`src/hcio_pkg.sv`:
```
package hcio_pkg;

    // Event codes carried in the cmd field
    localparam logic [2:0] CMD_TICK_200K  = 3'd0;
    localparam logic [2:0] CMD_TICK_100   = 3'd1;
    localparam logic [2:0] CMD_WRITE_F0   = 3'd2;
    localparam logic [2:0] CMD_WRITE_KEYL = 3'd3;
    localparam logic [2:0] CMD_READ_F2    = 3'd4;
    localparam logic [2:0] CMD_READ_DC    = 3'd5;
    localparam logic [2:0] CMD_READ_KEYS  = 3'd6;

    // Configuration register indexes
    localparam logic [1:0] CFG_SOUND_ENABLE  = 2'd0;
    localparam logic [1:0] CFG_SLOW_SWITCH   = 2'd1;
    localparam logic [1:0] CFG_VARIANT_FIXED = 2'd2;
    localparam logic [1:0] CFG_SLOWDOWN      = 2'd3;

    // Cassette periods shorter than this many 200 kHz ticks read as short
    localparam logic [7:0] SHORT_PERIOD   = 8'd64;

    localparam logic [7:0] F0_RESET       = 8'hff;
    localparam logic [7:0] F0_FIXED_BITS  = 8'h14;
    localparam logic [7:0] F2_FIXED_BITS  = 8'h08;
    localparam logic [6:0] DC_FIXED_BITS  = 7'h7f;
    localparam logic [3:0] HALT_PHASE_FAST = 4'd8;

    typedef struct packed {
        logic [2:0]  cmd;
        logic [7:0]  wdata;
        logic        cass_level;
        logic [63:0] key_matrix;
        logic [3:0]  dip_switches;
        logic        printer_busy;
    } io_in_t;

    typedef struct packed {
        logic [7:0] rdata;
        logic       speaker_level;
        logic       cass_out;
        logic       motor_on;
        logic       cass_sound_on;
        logic       cpu_halt;
    } io_out_t;

endpackage

```
`src/home_computer_io_ports.sv`:
```
// I/O block of a small home computer. Each input transaction carries one bus
// or timer event (cmd) and yields exactly one output transaction holding the
// read byte and the levels of speaker, cassette out, motor, cassette sound and
// CPU halt as they stand after the event. Events: 200 kHz cassette tick (also
// returns the keyboard byte), 100 Hz half-speed tick, port F0 write, key latch
// write, port F2 / DC status reads and keyboard read. The block is a two-stage
// pipe: an input register, then one pass of short logic that updates the
// state and fills the result register. It takes one transaction per clock
// while the result register is free or being emptied; an accepted one passes
// the input register and then the result register before its result is
// offered. While a result waits for out_ready, the input stage takes new input
// only while empty. Configuration is written through cfg_we/cfg_index/
// cfg_data and must only change while no transaction is in flight.
module home_computer_io_ports (
    input  logic                 clk,
    input  logic                 rst_n,
    input  logic                 in_valid,
    output logic                 in_ready,
    input  hcio_pkg::io_in_t     in_data,
    output logic                 out_valid,
    input  logic                 out_ready,
    output hcio_pkg::io_out_t    out_data,
    input  logic                 cfg_we,
    input  logic [1:0]           cfg_index,
    input  logic                 cfg_data
);
    import hcio_pkg::*;

    // Configuration
    logic sound_enable_reg, slow_switch_reg, variant_fixed_reg, slowdown_present_reg;

    // Pipe stages
    logic    in_valid_reg;
    io_in_t  in_data_reg;
    logic    out_valid_reg;
    io_out_t out_data_reg;
    io_out_t out_data_next;
    logic    advance;

    // Block state
    logic [7:0] key_latch_reg,      key_latch_next;
    logic [7:0] port_f0_reg,        port_f0_next;
    logic [7:0] prev_f0_write_reg,  prev_f0_write_next;
    logic       prev_wave_reg,      prev_wave_next;
    logic [7:0] period_count_reg,   period_count_next;
    logic [2:0] cass_status_reg,    cass_status_next;
    logic       flipflop_reg,       flipflop_next;
    logic [3:0] halt_phase_reg,     halt_phase_next;
    logic       halt_line_reg,      halt_line_next;
    logic       motor_reg,          motor_next;
    logic       sound_reg,          sound_next;

    logic [7:0] keys;
    logic [7:0] period_inc;
    logic [3:0] phase_inc;
    logic       slow_mode;
    logic [7:0] rdata;

    // The input stage moves on whenever the result register is free or
    // being emptied in this cycle.
    assign advance   = in_valid_reg && (!out_valid_reg || out_ready);
    assign in_ready  = !in_valid_reg || advance;
    assign out_valid = out_valid_reg;
    assign out_data  = out_data_reg;

    // Keyboard scan: rows whose latch bit is low pull down their column bits.
    always_comb
    begin
        keys = 8'hff;
        for (int r = 0; r < 8; r++)
        begin
            if (!key_latch_reg[r])
            begin
                keys = keys & in_data_reg.key_matrix[8*r +: 8];
            end
        end
    end

    assign period_inc = period_count_reg + 8'd1;
    assign phase_inc  = halt_phase_reg + 4'd1;
    assign slow_mode  = slow_switch_reg && port_f0_reg[2];

    always_comb
    begin
        key_latch_next     = key_latch_reg;
        port_f0_next       = port_f0_reg;
        prev_f0_write_next = prev_f0_write_reg;
        prev_wave_next     = prev_wave_reg;
        period_count_next  = period_count_reg;
        cass_status_next   = cass_status_reg;
        flipflop_next      = flipflop_reg;
        halt_phase_next    = halt_phase_reg;
        halt_line_next     = halt_line_reg;
        motor_next         = motor_reg;
        sound_next         = sound_reg;
        rdata              = 8'h00;

        case (in_data_reg.cmd)
            CMD_TICK_200K:
            begin
                period_count_next = period_inc;
                if (in_data_reg.cass_level != prev_wave_reg)
                begin
                    // only a rising edge toggles the flip-flop
                    flipflop_next     = flipflop_reg ^ in_data_reg.cass_level;
                    prev_wave_next    = in_data_reg.cass_level;
                    cass_status_next  = {in_data_reg.cass_level, flipflop_next,
                                         (period_inc < SHORT_PERIOD)};
                    period_count_next = 8'd0;
                end
                rdata = keys;
            end
            CMD_TICK_100:
            begin
                if (slowdown_present_reg)
                begin
                    if (slow_mode)
                    begin
                        if (halt_phase_reg == 4'd0)
                        begin
                            halt_line_next = 1'b1;
                        end
                        halt_phase_next = phase_inc;
                        if (phase_inc > 4'd1)
                        begin
                            halt_line_next  = 1'b0;
                            halt_phase_next = 4'd0;
                        end
                    end
                    else if (halt_phase_reg < HALT_PHASE_FAST)
                    begin
                        halt_line_next  = 1'b0;
                        halt_phase_next = HALT_PHASE_FAST;
                    end
                end
            end
            CMD_WRITE_F0:
            begin
                if (in_data_reg.wdata[1] != prev_f0_write_reg[1])
                begin
                    motor_next = !in_data_reg.wdata[1];
                    sound_next = sound_enable_reg;
                end
                port_f0_next       = in_data_reg.wdata
                                     | (variant_fixed_reg ? F0_FIXED_BITS : 8'h00);
                prev_f0_write_next = in_data_reg.wdata;
            end
            CMD_WRITE_KEYL:
            begin
                key_latch_next = in_data_reg.wdata;
            end
            CMD_READ_F2:
            begin
                rdata = {in_data_reg.dip_switches, F2_FIXED_BITS[3], cass_status_reg};
            end
            CMD_READ_DC:
            begin
                rdata = {in_data_reg.printer_busy, DC_FIXED_BITS};
            end
            CMD_READ_KEYS:
            begin
                rdata = keys;
            end
            default:
            begin
                rdata = 8'h00;
            end
        endcase

        out_data_next.rdata         = rdata;
        out_data_next.speaker_level = !port_f0_next[3];
        out_data_next.cass_out      = port_f0_next[0];
        out_data_next.motor_on      = motor_next;
        out_data_next.cass_sound_on = sound_next;
        out_data_next.cpu_halt      = halt_line_next;
    end

    // Configuration writes
    always_ff @(posedge clk or negedge rst_n)
    begin
        if (!rst_n)
        begin
            sound_enable_reg     <= 1'b0;
            slow_switch_reg      <= 1'b1;
            variant_fixed_reg    <= 1'b0;
            slowdown_present_reg <= 1'b1;
        end
        else if (cfg_we)
        begin
            case (cfg_index)
                CFG_SOUND_ENABLE:  sound_enable_reg     <= cfg_data;
                CFG_SLOW_SWITCH:   slow_switch_reg      <= cfg_data;
                CFG_VARIANT_FIXED: variant_fixed_reg    <= cfg_data;
                CFG_SLOWDOWN:      slowdown_present_reg <= cfg_data;
                default:           sound_enable_reg     <= sound_enable_reg;
            endcase
        end
    end

    // Pipe control and block state
    always_ff @(posedge clk or negedge rst_n)
    begin
        if (!rst_n)
        begin
            in_valid_reg      <= 1'b0;
            out_valid_reg     <= 1'b0;
            key_latch_reg     <= 8'h00;
            port_f0_reg       <= F0_RESET;
            prev_f0_write_reg <= 8'h00;
            prev_wave_reg     <= 1'b0;
            period_count_reg  <= 8'h00;
            cass_status_reg   <= 3'd0;
            flipflop_reg      <= 1'b0;
            halt_phase_reg    <= 4'd0;
            halt_line_reg     <= 1'b0;
            motor_reg         <= 1'b0;
            sound_reg         <= 1'b0;
        end
        else
        begin
            if (in_ready)
            begin
                in_valid_reg <= in_valid;
            end
            if (advance)
            begin
                out_valid_reg <= 1'b1;
            end
            else if (out_ready)
            begin
                out_valid_reg <= 1'b0;
            end
            if (advance)
            begin
                key_latch_reg     <= key_latch_next;
                port_f0_reg       <= port_f0_next;
                prev_f0_write_reg <= prev_f0_write_next;
                prev_wave_reg     <= prev_wave_next;
                period_count_reg  <= period_count_next;
                cass_status_reg   <= cass_status_next;
                flipflop_reg      <= flipflop_next;
                halt_phase_reg    <= halt_phase_next;
                halt_line_reg     <= halt_line_next;
                motor_reg         <= motor_next;
                sound_reg         <= sound_next;
            end
        end
    end

    // Payload registers
    always_ff @(posedge clk)
    begin
        if (in_valid && in_ready)
        begin
            in_data_reg <= in_data;
        end
        if (advance)
        begin
            out_data_reg <= out_data_next;
        end
    end

    // Halt is only ever held in the phase straight after it was raised
    a_halt_phase: assert property (@(posedge clk) disable iff (!rst_n)
        halt_line_reg |-> halt_phase_reg == 4'd1)
        else $error("halt line high outside phase one");

    // Phase only visits rest, halted and fast
    a_phase_set: assert property (@(posedge clk) disable iff (!rst_n)
        halt_phase_reg == 4'd0 || halt_phase_reg == 4'd1 ||
        halt_phase_reg == HALT_PHASE_FAST)
        else $error("half speed phase out of its set");

    // A comparator change restarts the period count
    a_period_clear: assert property (@(posedge clk) disable iff (!rst_n)
        advance && in_data_reg.cmd == CMD_TICK_200K &&
        in_data_reg.cass_level != prev_wave_reg |=> period_count_reg == 8'd0)
        else $error("period count not cleared on cassette edge");

    // An accepted transaction always lands in the input stage
    a_in_capture: assert property (@(posedge clk) disable iff (!rst_n)
        in_valid && in_ready |=> in_valid_reg)
        else $error("accepted transaction lost");

    // Result follows the stored F0 value
    a_speaker: assert property (@(posedge clk) disable iff (!rst_n)
        advance |=> out_data_reg.speaker_level == !port_f0_reg[3])
        else $error("speaker level out of step with port F0");

endmodule
```
`config.mk`:
```
export PLATFORM = sky130hd
export DESIGN_NAME = home_computer_io_ports
export DESIGN_NICKNAME = d
export VERILOG_FILES = /design/src/hcio_pkg.sv /design/src/home_computer_io_ports.sv
export SDC_FILE = /design/constraint.sdc
export NUM_CORES = 1
export LEC_CHECK = 0
export ABC_AREA = 1
export BUFFER_PORTS_ARGS = -buffer_cell sky130_fd_sc_hd__buf_2
export CORE_ASPECT_RATIO = 0.7
export CORE_MARGIN = 3
export CORE_UTILIZATION = 36
export CTS_CLUSTER_SIZE = 16
export DETAILED_ROUTE_END_ITERATION = 12
export REMOVE_ABC_BUFFERS = 1
export SLEW_MARGIN = 0
export SYNTH_ARGS = -nofsm -noshare
export SYNTH_HDL_FRONTEND = slang
export SYNTH_SLANG_ARGS = --single-unit
```
`constraint.sdc`:
```
create_clock -name clk -period 6.15 [get_ports clk]
set_clock_uncertainty 0.1 [all_clocks]
set_input_delay 0.9225 -clock clk [delete_from_list [all_inputs] [get_ports clk]]
set_output_delay 0.9225 -clock clk [all_outputs]
set_load 0.005 [all_outputs]
```
Word level (Yosys, flattened, before mapping)

Index checks and enable logic that the tools add are counted.

Bits in registers: 134
Input port bits: 89
Output and inout bits: 15
Logic and storage cells: 106

$add $sub $neg: 2
Order comparisons: 3
Equal/unequal tests: 11
Multiplexer cells: 27
Bitwise logic cells: 9
Reduce and logical (&&, ||, !) cells: 24

Operators with widths:

| kind                  | number |
|---|---|
| $mux W8               | 9 |
| $and A8 B8 Y8         | 7 |
| $pmux W8 S3           | 1 |
| $mux W4               | 4 |
| $reduce_and A2 Y1     | 7 |
| $mux W1               | 12 |
| $eq A3 B3 Y1 const B  | 3 |
| $add A8 B1 Y8 const B | 1 |
| $lt A8 B7 Y1 const B  | 1 |
| $eq A3 B2 Y1 const B  | 2 |
| $add A4 B1 Y4 const B | 1 |
| $eq A2 B2 Y1 const B  | 2 |
| $gt A4 B1 Y1 const B  | 1 |
| $logic_not A1 Y1      | 4 |
| $logic_not A4 Y1      | 1 |
| $lt A4 B4 Y1 const B  | 1 |
| $or A4 B3 Y4          | 1 |
| $reduce_and A4 Y1     | 1 |
| $reduce_bool A2 Y1    | 2 |
| $eq A3 B1 Y1 const B  | 1 |
| $logic_and A1 B1 Y1   | 3 |
| $logic_not A3 Y1      | 1 |
| $mux W3               | 1 |
| $reduce_and A3 Y1     | 1 |
| 6 further kinds       | 8 |

Depth between registers and ports, before layout

Gate-level depths: netlist (run 1).

Depth in word-level cells: 16
Depth in mapped cells: 8
Depth with buffers taken out: 8

Worst setup path after synthesis (run 1)

Ideal clock, no wire load.

Path kind: input to register
Start point: in out_ready
End point: reg in_data_reg[0] in the netlist's numbering, enable pin
Setup time: 435 ps
Arrival: 2769 ps
Data required time: 5615 ps
Path slack: 2846 ps
Cell stages on the path: 4
Buffers on the path: 0
Path through: inv_1 nand3_1 nand2_1 inv_1

Word-level cells in the longest chain between the ends: 4

Ends and longest elaborated chain:

| item                 | RTL line                      | text |
|---|---|---|
| from (decl)          | home_computer_io_ports.sv:21  | `input logic out_ready,` |
| $logic_or A1 B1 Y1   | home_computer_io_ports.sv:61  | `assign advance = in_valid_reg && (!out_valid_reg \|\| out_ready);` |
| $logic_and A1 B1 Y1  | home_computer_io_ports.sv:61  |  |
| $logic_or A1 B1 Y1   | home_computer_io_ports.sv:62  | `assign in_ready = !in_valid_reg \|\| advance;` |
| via in_ready         | home_computer_io_ports.sv:18  | `output logic in_ready,` |
| $logic_and A1 B1 Y1  | home_computer_io_ports.sv:253 | `if (in_valid && in_ready)` |
| to (signal assigned) | home_computer_io_ports.sv:255 | `in_data_reg <= in_data;` |
| to (decl)            | home_computer_io_ports.sv:34  | `io_in_t in_data_reg;` |

The timed path passes the listed nets, and every way through them passes these cells.
A chain may end at the register's enable or synchronous reset.

Worst setup path after layout (run 1)

Start point: in out_ready
End point: reg in_data_reg[21] in the netlist's numbering, enable pin

Word-level cells in the longest chain between the ends: 4

Ends and longest elaborated chain:

| item                | RTL line |
|---|---|
| $logic_or A1 B1 Y1  | home_computer_io_ports.sv:61 |
| $logic_and A1 B1 Y1 | home_computer_io_ports.sv:61 |
| $logic_or A1 B1 Y1  | home_computer_io_ports.sv:62 |
| $logic_and A1 B1 Y1 | home_computer_io_ports.sv:253 |

Every way passes these cells.

==> run summary, run 1 <==
critical setup path kind = in2reg
Post-Syn Instances = 447
core box area = 14,100 um2
setup TNS = 0 ns
fin. max-slew vios = 0
1st-iter DRT viols = 277
number of global-route vias before repair = 3,666
GP Congestion = 0.7799
fin crit share = 42.68%
relative slew slack = 40.95%
DR vias = 3,633
Worst-path clk slew = 0.05 ns
unrepaired setup endpoints after global routing = no
Final Cell Area = 6538 um2
Skew-Pair Late Insertion Delay = 0.41 ns
final hold viol count = 0
nets@finish = 656
Storage cell area = 3730 um2
CTS H-tree lvls = 4
DP Area = 5968 um2
ANT cells = 0
Synth top cells by count = 104 x nand2_1, 94 x edfxtp_1, 48 x inv_1
Max Freq = 0.3809 GHz
drt via density = 4.743
Leak = 2.834 nW
max reg flops = 81
GRT Overall Usage = 16.01%
First-pass DRT Iterations = 4
Max-cap violations = 0
area of the multi-input gates = 1286 um2
critical path endpoint category = flop
first-pass GRT wire length = 19,150 um
combinational group share of total power = 12.3%
post-CTS sizing = 0
Critical Path RT = 6.09 ns
Pwr Density = 378.7 nW/um2
post-synth top area share = 53.75%
initial antenna violation count = 0
Synth async-reset ratio = 27.69%
Min-Delay Path Class = reg2reg
FP Rows = 36
status = finished, final reports clean
Mean Syn Cell Area = 11.75 um2
register area share after synthesis = 71.03%
synthesized flop and latch total = 130
Antenna Nets Post-Route = 0
top cells by area, synth = edfxtp_1 54%, dfrtp_1 15%, nand2_1 7.4%
CTS tree = yes
dominant cell by count in the synthesized netlist = nand2_1
Boundary Pins = 104
min Tclk post-route = 2.625 ns
Die Width = 150.4 um
Sw Share = 26.28%
ratio of cells with drive above 1 in the final layout = 26.56%
mapped cell area = 5251 um2
CTS hold repair buffers = 0
Root Buffer = clkbuf_16
CP max FO = 42
main flop type after synthesis = edfxtp_1
final WL = 12,270 um
Post-CTS Setup Inserts = 0
crit path launch = out_ready
Die Area = 16,100 um2
VDD IR-drop max = 0.0002191 V
worst min-delay path startpoint = in_data_reg[76]$_DFFE_PP_
EDFF count, synth = 94
post-synth top area cell = edfxtp_1
Num CTS Buffers = 17
Sink Count = 130
Initial Utilization = 37.25%
fillcell total = 1,270
worst slew pin tran = 0.8845 ns
dpl hpwl = 8660 um
WHS = 0.3612 ns
Port Buffers = 103
P_int = 0.001825 W
Yosys warnings = 0
die height = 107.1 um
routed len/inst = 16.01 um
r2r startpoint = out_valid$_DFFE_PN0P_
share of power burned in registers = 48.3%
post-synthesis to final-layout area growth = 24.49%
Crit path arrival time = 2.57 ns
clk buf depth = 2
Final Setup Violations = 0
Distinct cells, synth = 31
CP startpoint kind = input port
drt drc = 0
remaining global-route overflow = 0
Net Sw Power = 0.0006507 W
pin count of the biggest net entering global routing = 43
power share of the clock group = 39.4%
==> placed cells by master, fill, tap and decap left out, types with 4 or more instances in the layout <==
master	instances
inv_1	47
o211ai_1	4
edfxtp_1	94
clkinv_2	4
nand3_1	33
dfrtp_1	31
o21ai_1	4
clkbuf_1	6
dfstp_2	5
clkbuf_16	17
nor2_1	35
nand4_1	5
buf_2	103
o22ai_1	23
o21ai_0	27
nand2_1	104
inv_2	4
ha_1	4
==> cells by family after synthesis <==
group                      after synthesis  share of synthesized area (%)
and+or+nand+nor                        189                          16.06
DFF                                    130                          71.03
AOI/OAI and AO/OA                       66                          7.482
buffers and inverters                   58                          4.479
adders and majority gates                4                         0.9531
==> power by group through the flow <==
| stage | sequential [W] | combinational [W] | clock [W] |
|---|---|---|---|
| after global placement | 0.00121 | 0.000298 | 0 |
| after CTS | 0.00120 | 0.000311 | 0.000991 |
| after detailed placement | 0.00121 | 0.000306 | 0 |
| final | 0.00120 | 0.000305 | 0.000975 |
| after global routing | 0.00121 | 0.000350 | 0.00103 |
| after floorplan | 0.00117 | 0.000198 | 0 |
==> layer usage <==
metal | wire length [um] | share of wire, % | up-vias | GRT usage, %
met5 | 0 | 0 | - | 0
met4 | 127 | 1.0 | 0 | 4.896
met1 | 5972 | 49 | 1736 | 23.33
li1 | - | - | 1779 | -
met2 | 5387 | 44 | 107 | 23.19
met3 | 778 | 6.3 | 11 | 4.563
==> worst max-delay path, cell delays in order <==
cell	delay (ns)
buf_2	0.07
inv_1	0.07
nand3_1	0.13
nand2_1	0.11
inv_2	0.64
buf_4	0.58
==> worst paths after layout <==
path / slack (ns) / to / depth (start not counted)
worst min register to register: 0.36 / key_latch_reg[6]$_DFFE_PN0P_ / 2
worst max-delay path: 3.52 / in_data_reg[21]$_DFFE_PP_ / 6
worst max register to register: 3.73 / in_data_reg[21]$_DFFE_PP_ / 4
min in group asynchronous: 0.52 / variant_fixed_reg$_DFFE_PN0P_ / 1
worst min-delay path: 0.36 / key_latch_reg[6]$_DFFE_PN0P_ / 2
max in group asynchronous: 4.88 / period_count_reg[5]$_DFFE_PN0P_ / 1
==> metrics by stage <==
step / std cells / util, % / worst slack (ns) / power [W]
after global placement: 734 / 42.33 / 3.122 / 0.001508
after floorplan: 440 / - / 2.846 / 0.001365
after detailed placement: 734 / 42.33 / 3.046 / 0.001519
final: 766 / 46.37 / 3.525 / 0.002476
after CTS: 766 / 46.37 / 3.487 / 0.002500
after global routing: 766 / 46.37 / 3.342 / 0.002597
==> layout make-up <==
| type | count | area share, % |
|---|---|---|
| clock buffers | 26 | 7.483 |
| clock inverters | 6 | 1.225 |
| inverters | 51 | 2.928 |
| multi-input cells | 259 | 19.67 |
| flip-flops and latches | 130 | 57.05 |
| well taps | 190 | 3.636 |
| repair buffers | 104 | 8.000 |
(Power assumes the default switching activity.)
==> run 2: changes to the inputs <==
==> constraint.sdc (replaced) <==
create_clock -name clk -period 2.45 [get_ports clk]
set_clock_uncertainty 0.1 [all_clocks]
set_input_delay 0.3675 -clock clk [delete_from_list [all_inputs] [get_ports clk]]
set_output_delay 0.3675 -clock clk [all_outputs]
set_load 0.005 [all_outputs]
==> run summary, run 2 (synthesis results as in run 1) <==
Post-Place Cells = 735 (+0.14%)
worst min-delay path startpoint = in_data[68]
Leak = 2.839 nW (+0.14%)
Num CTS Buffers = 17 (unchanged)
DP Area = 5988 um2 (+0.34%)
1st-iter DRT viols = 227 (-18%)
Final Setup Violations = 0 (unchanged)
VDD IR-drop max = 0.0004936 V (+130%)
gr busiest metal = met2
final WL = 12,440 um (+1.4%)
Pwr Density = 954.7 nW/um2 (+150%)
most frequent cells in the layout = 104 x nand2_1, 103 x buf_2, 94 x edfxtp_1, 47 x inv_1, 35 x nor2_1
max reg flops = 81 (unchanged)
Critical Path RT = 2.69 ns (-3.40 ns)
relative slew slack = 44.41% (+3.5 points)
Sw Share = 26.79% (+0.51 points)
final hold viol count = 0 (unchanged)
ratio of cells with drive above 1 in the final layout = 26.64% (+0.081 points)
DR vias = 3,622 (-0.30%)
nets@finish = 658 (+0.30%)
crit path launch = in_data_reg[80]$_DFFE_PP_
Crit path max-delay family = simple AND/OR/NAND/NOR gates
DP Worst Slack = 0.7182 ns (-2.328 ns)
P_int = 0.004595 W (+150%)
Worst-path clk slew = 0.05 ns (about the same)
worst slew pin tran = 0.8339 ns (-0.05061 ns)
setup slack after layout = 0.7086 ns (-2.816 ns)
clk buf depth = 2 (unchanged)
fin. max-slew vios = 0 (unchanged)
status = finished, final reports clean
Net Sw Power = 0.001681 W (+160%)
Crit path arrival time = 1.98 ns (-0.59 ns)
CP max FO = 13 (-69%)
fillcell total = 1,284 (+1.1%)
First-pass DRT Iterations = 5 (+1)
routing usage on met3 = 4.732% (+0.17 points)
Port Buffers = 103 (unchanged)
Max-cap violations = 0 (unchanged)
critical setup path kind = reg2reg
power share of the clock group = 39.5% (about the same)
drt via density = 4.716 (-0.56%)
CTS H-tree lvls = 4 (unchanged)
commonest non-fill, non-tap cell in the layout = nand2_1
final cell count without fillers = 768 (+0.26%)
GP Congestion = 0.8192 (+5.0%)
remaining global-route overflow = 0 (unchanged)
core box area = 14,100 um2 (unchanged)
CP max stage cell = edfxtp_1
Die Width = 150.4 um (unchanged)
dpl hpwl = 8789 um (+1.5%)
r2r startpoint = in_data_reg[80]$_DFFE_PP_
fin crit share = 71.08%
post-synthesis to final-layout area growth = 25.18%
Min-Delay Path Class = in2reg
Sink Count = 130 (unchanged)
initial antenna violation count = 0 (unchanged)
worst-path cell chain = inv_1 -> nand3_1 -> nor2_2 -> nand2_1 -> o21ai_2
max incr delay on CP = 0.54 ns (-0.10 ns)
die height = 107.1 um (unchanged)
share of power burned in registers = 47.9% (-0.4 points)
Root Buffer = clkbuf_16
met2 Track Usage GR = 23.12% (-0.064 points)
Antenna Nets Post-Route = 0 (unchanged)
ANT cells = 0 (unchanged)
Initial Utilization = 37.25% (unchanged)
pin count of the biggest net entering global routing = 82 (+91%)
combinational group share of total power = 12.6% (+0.3 points)
Skew-Pair Late Insertion Delay = 0.41 ns (about the same)
routed len/inst = 16.19 um (+1.1%)
unrepaired setup endpoints after global routing = no
Max Freq = 0.5743 GHz
GRT Overall Usage = 16.10% (+0.093 points)
drt drc = 0 (unchanged)
Die Area = 16,100 um2 (unchanged)
met1 usage = 22.92% (-0.41 points)
WP buf/inv = 1 (-3)
CP startpoint kind = flop
Boundary Pins = 104 (unchanged)
first-pass GRT wire length = 19,260 um (+0.57%)
min Tclk post-route = 1.741 ns
Final Cell Area = 6574 um2 (+0.55%)
FP Rows = 36 (unchanged)
CTS tree = yes
critical path endpoint category = flop
number of global-route vias before repair = 3,659 (-0.19%)
[run 2: cell count changes in the layout (fill, tap and decap cells not counted), moves of 3 or more]
cell / delta
clkbuf_1: -4
clkinvlp_4: +3
clkbuf_8: -3
clkinv_1: +4
[run 2: power groups by stage]
stage / sequential, W / combinational, W / clock (W)
2_1_floorplan: 0.00293 / 0.000497 / 0
3_3_place_gp: 0.00304 / 0.000772 / 0
3_5_place_dp: 0.00305 / 0.000790 / 0
4_1_cts: 0.00301 / 0.000799 / 0.00251
5_1_grt: 0.00305 / 0.000897 / 0.00262
6_report: 0.00301 / 0.000789 / 0.00248
[run 2: worst paths after layout]
kind | endpoint | slack [ns] | depth (start not counted)
min in group asynchronous | out_valid$_DFFE_PN0P_ | 0.50 | 2
worst max-delay path | key_latch_reg[1]$_DFFE_PN0P_ | 0.71 | 5
worst max register to register | key_latch_reg[1]$_DFFE_PN0P_ | 0.71 | 5
worst min register to register | key_latch_reg[5]$_DFFE_PN0P_ | 0.35 | 2
worst min-delay path | in_data_reg[68]$_DFFE_PP_ | 0.03 | 1
max in group asynchronous | cass_status_reg[1]$_DFFE_PN0P_ | 1.22 | 2
[run 2: layout make-up]
type | instances | area [um2] | area share, %
tap | 190 | 237.7 | 3.616
clock inverter | 13 | 142.6 | 2.170
sequential | 130 | 3730 | 56.74
multi-input combinational | 259 | 1286 | 19.57
clock buffer | 19 | 432.9 | 6.585
timing repair buffer | 106 | 553.0 | 8.413
inverter | 51 | 191.4 | 2.912
[run 2: what timing repair did]
action | 4_1_cts | 5_1_grt
setup buffers | 0 | 0
hold buffers | 1 | 0
endpoints found under the hold margin | 31 | 0
resized for setup | 0 | 0
[run 2: metrics by stage]
| stage | TNS (ns) | hold WS [ns] | utilization, % | power (W) |
|---|---|---|---|---|
| global placement | 0 | 0.3484 | 42.47 | 0.003811 |
| global route | 0 | 0.005079 | 46.63 | 0.006570 |
| floorplan | -26.23 | -0.02809 | - | 0.003426 |
| finish | 0 | 0.02653 | 46.63 | 0.006276 |
| detailed placement | 0 | 0.3548 | 42.47 | 0.003836 |
| CTS | 0 | 0.01313 | 46.63 | 0.006326 |
[run 2: layer usage]
layer,part of all wire (%),up-vias
met1,47,1710
met5,0,-
li1,-,1784
met2,45,115
met3,7.1,13
met4,1.3,0
==> run 3: changes to the inputs <==
==> constraint.sdc (replaced) <==
create_clock -name clk -period 1.8 [get_ports clk]
set_clock_uncertainty 0.1 [all_clocks]
set_input_delay 0.27 -clock clk [delete_from_list [all_inputs] [get_ports clk]]
set_output_delay 0.27 -clock clk [all_outputs]
set_load 0.005 [all_outputs]
==> run summary, run 3 (synthesis results as in run 1) <==
status = finished, final reports clean
Reg2Reg Setup Slack = 0.21 ns (-0.50 ns)
critical setup path kind = reg2reg
min Tclk post-route = 1.591 ns (-0.1507 ns)
Num CTS Buffers = 17 (unchanged)
drt via density = 4.691 (-0.54%)
Antenna Nets Post-Route = 0 (unchanged)
Port Buffers = 103 (unchanged)
Leak = 3.228 nW (+14%)
post-synthesis to final-layout area growth = 42.20%
post-CTS sizing = 0 (unchanged)
GRT Overall Usage = 17.98% (+1.9 points)
drt drc = 0 (unchanged)
cell count along the critical path = 4 (-1)
unrepaired setup endpoints after global routing = no
Pwr Density = 1179 nW/um2 (+24%)
pin count of the biggest net entering global routing = 45 (-45%)
Initial Utilization = 37.25% (unchanged)
die height = 107.1 um (unchanged)
number of global-route vias before repair = 4,079 (+11%)
fin crit share = 88.37% (+17 points)
worst-path cell chain = nor3_4 -> nand3b_1 -> nand2_1 -> inv_1
CP max stage cell = edfxtp_1
CTS hold repair buffers = 82 (+81)
Crit path max-delay family = simple AND/OR/NAND/NOR gates
1st-iter DRT viols = 214 (-5.7%)
CP max FO = 8 (-5)
DR vias = 4,001 (+10%)
Boundary Pins = 104 (unchanged)
ratio of cells with drive above 1 in the final layout = 24.43% (-2.2 points)
CTS H-tree lvls = 4 (unchanged)
Hold Path Stages = 3 (+2)
Max Freq = 0.6287 GHz (+9.5%)
max reg flops = 81 (unchanged)
core box area = 14,100 um2 (unchanged)
max incr delay on CP = 0.51 ns (-0.03 ns)
worst slew pin tran = 0.4158 ns (-0.4181 ns)
critical path endpoint category = flop
final WL = 13,780 um (+11%)
ANT cells = 0 (unchanged)
dpl hpwl = 9150 um (+4.1%)
setup TNS = 0 ns (unchanged)
FP Rows = 36 (unchanged)
Worst-path clk slew = 0.06 ns (about the same)
fin. max-slew vios = 0 (unchanged)
clk buf depth = 2 (unchanged)
initial antenna violation count = 0 (unchanged)
Critical Path RT = 1.87 ns (-0.82 ns)
routed len/inst = 16.15 um (-0.26%)
Max-cap violations = 0 (unchanged)
Final Setup Violations = 0 (unchanged)
most frequent cells in the layout = 104 x nand2_1, 103 x buf_2, 94 x edfxtp_1, 82 x dlygate4sd3_1, 47 x inv_1
final hold viol count = 0 (unchanged)
GP Congestion = 0.7790 (-4.9%)
WHS = 0.04173 ns (+0.01520 ns)
WP buf/inv = 1 (unchanged)
Crit path arrival time = 1.66 ns (-0.32 ns)
CTS tree = yes
commonest non-fill, non-tap cell in the layout = nand2_1
nets@finish = 743 (+13%)
Post-CTS Setup Inserts = 0 (unchanged)
Die Width = 150.4 um (unchanged)
relative slew slack = 72.28% (+28 points)
Register-to-Register Path Depth = 4 (-1)
Root Buffer = clkbuf_16
VDD IR-drop max = 0.0006959 V (+41%)
Die Area = 16,100 um2 (unchanged)
CP startpoint kind = flop
Min-Delay Path Class = in2reg
First-pass DRT Iterations = 5 (unchanged)
first-pass GRT wire length = 21,550 um (+12%)
remaining global-route overflow = 0 (unchanged)
Skew-Pair Late Insertion Delay = 0.41 ns (about the same)
Sink Count = 130 (unchanged)
run 3: area by class of cell:
type	count	area (um2)
fill	1204	6631
timing repair buffer	191	1419
clock buffer	19	442.9
inverter	51	191.4
tap	190	237.7
sequential	130	3730
multi-input combinational	259	1286
clock inverter	13	160.2
run 3: path summary, 6_finish.rpt:
check,from,end
max,in_data_reg[78]$_DFFE_PP_,out_data[1]$_DFFE_PP_
min,cfg_index[1],slowdown_present_reg$_DFFE_PN1P_
max reg2reg,in_data_reg[78]$_DFFE_PP_,out_data[1]$_DFFE_PP_
min reg2reg,in_data_reg[75]$_DFFE_PP_,key_latch_reg[5]$_DFFE_PN0P_
max in group asynchronous,rst_n,port_f0_reg[0]$_DFFE_PN1P_
min in group asynchronous,rst_n,in_valid_reg$_DFFE_PN0N_
run 3: tightest hold or removal path, cell delays in order:
cell and delay [ns]:
buf_2 0.11, nand3_1 0.08, o21ai_0 0.08
run 3: through the flow:
stage               area (um2)  std cells  power (W)  setup slack [ns]  utilization, %
finish                    7467        853   0.008807            0.2093           52.96
global route              7467        853   0.009238           0.05317           52.96
CTS                       7467        853   0.008853            0.1986           52.96
detailed placement        6043        739   0.005217            0.2041           42.86
global placement          6043        739   0.005187            0.2686           42.86
floorplan                 5207        440   0.004662           -0.9738               -
run 3: report_power, final:
group / total (W) / switching, W / internal, W
registers: 0.00408 / 0.000392 / 0.00369
logic: 0.00123 / 0.000684 / 0.000547
clock network: 0.00350 / 0.00128 / 0.00221
total: 0.00881 / 0.00236 / 0.00645
run 3: layer usage:
layer | GRT usage, % | routed length, um
met1 | 26.00 | 6588
met2 | 25.94 | 5999
met3 | 4.394 | 871
met4 | 7.311 | 316
met5 | 0 | 0
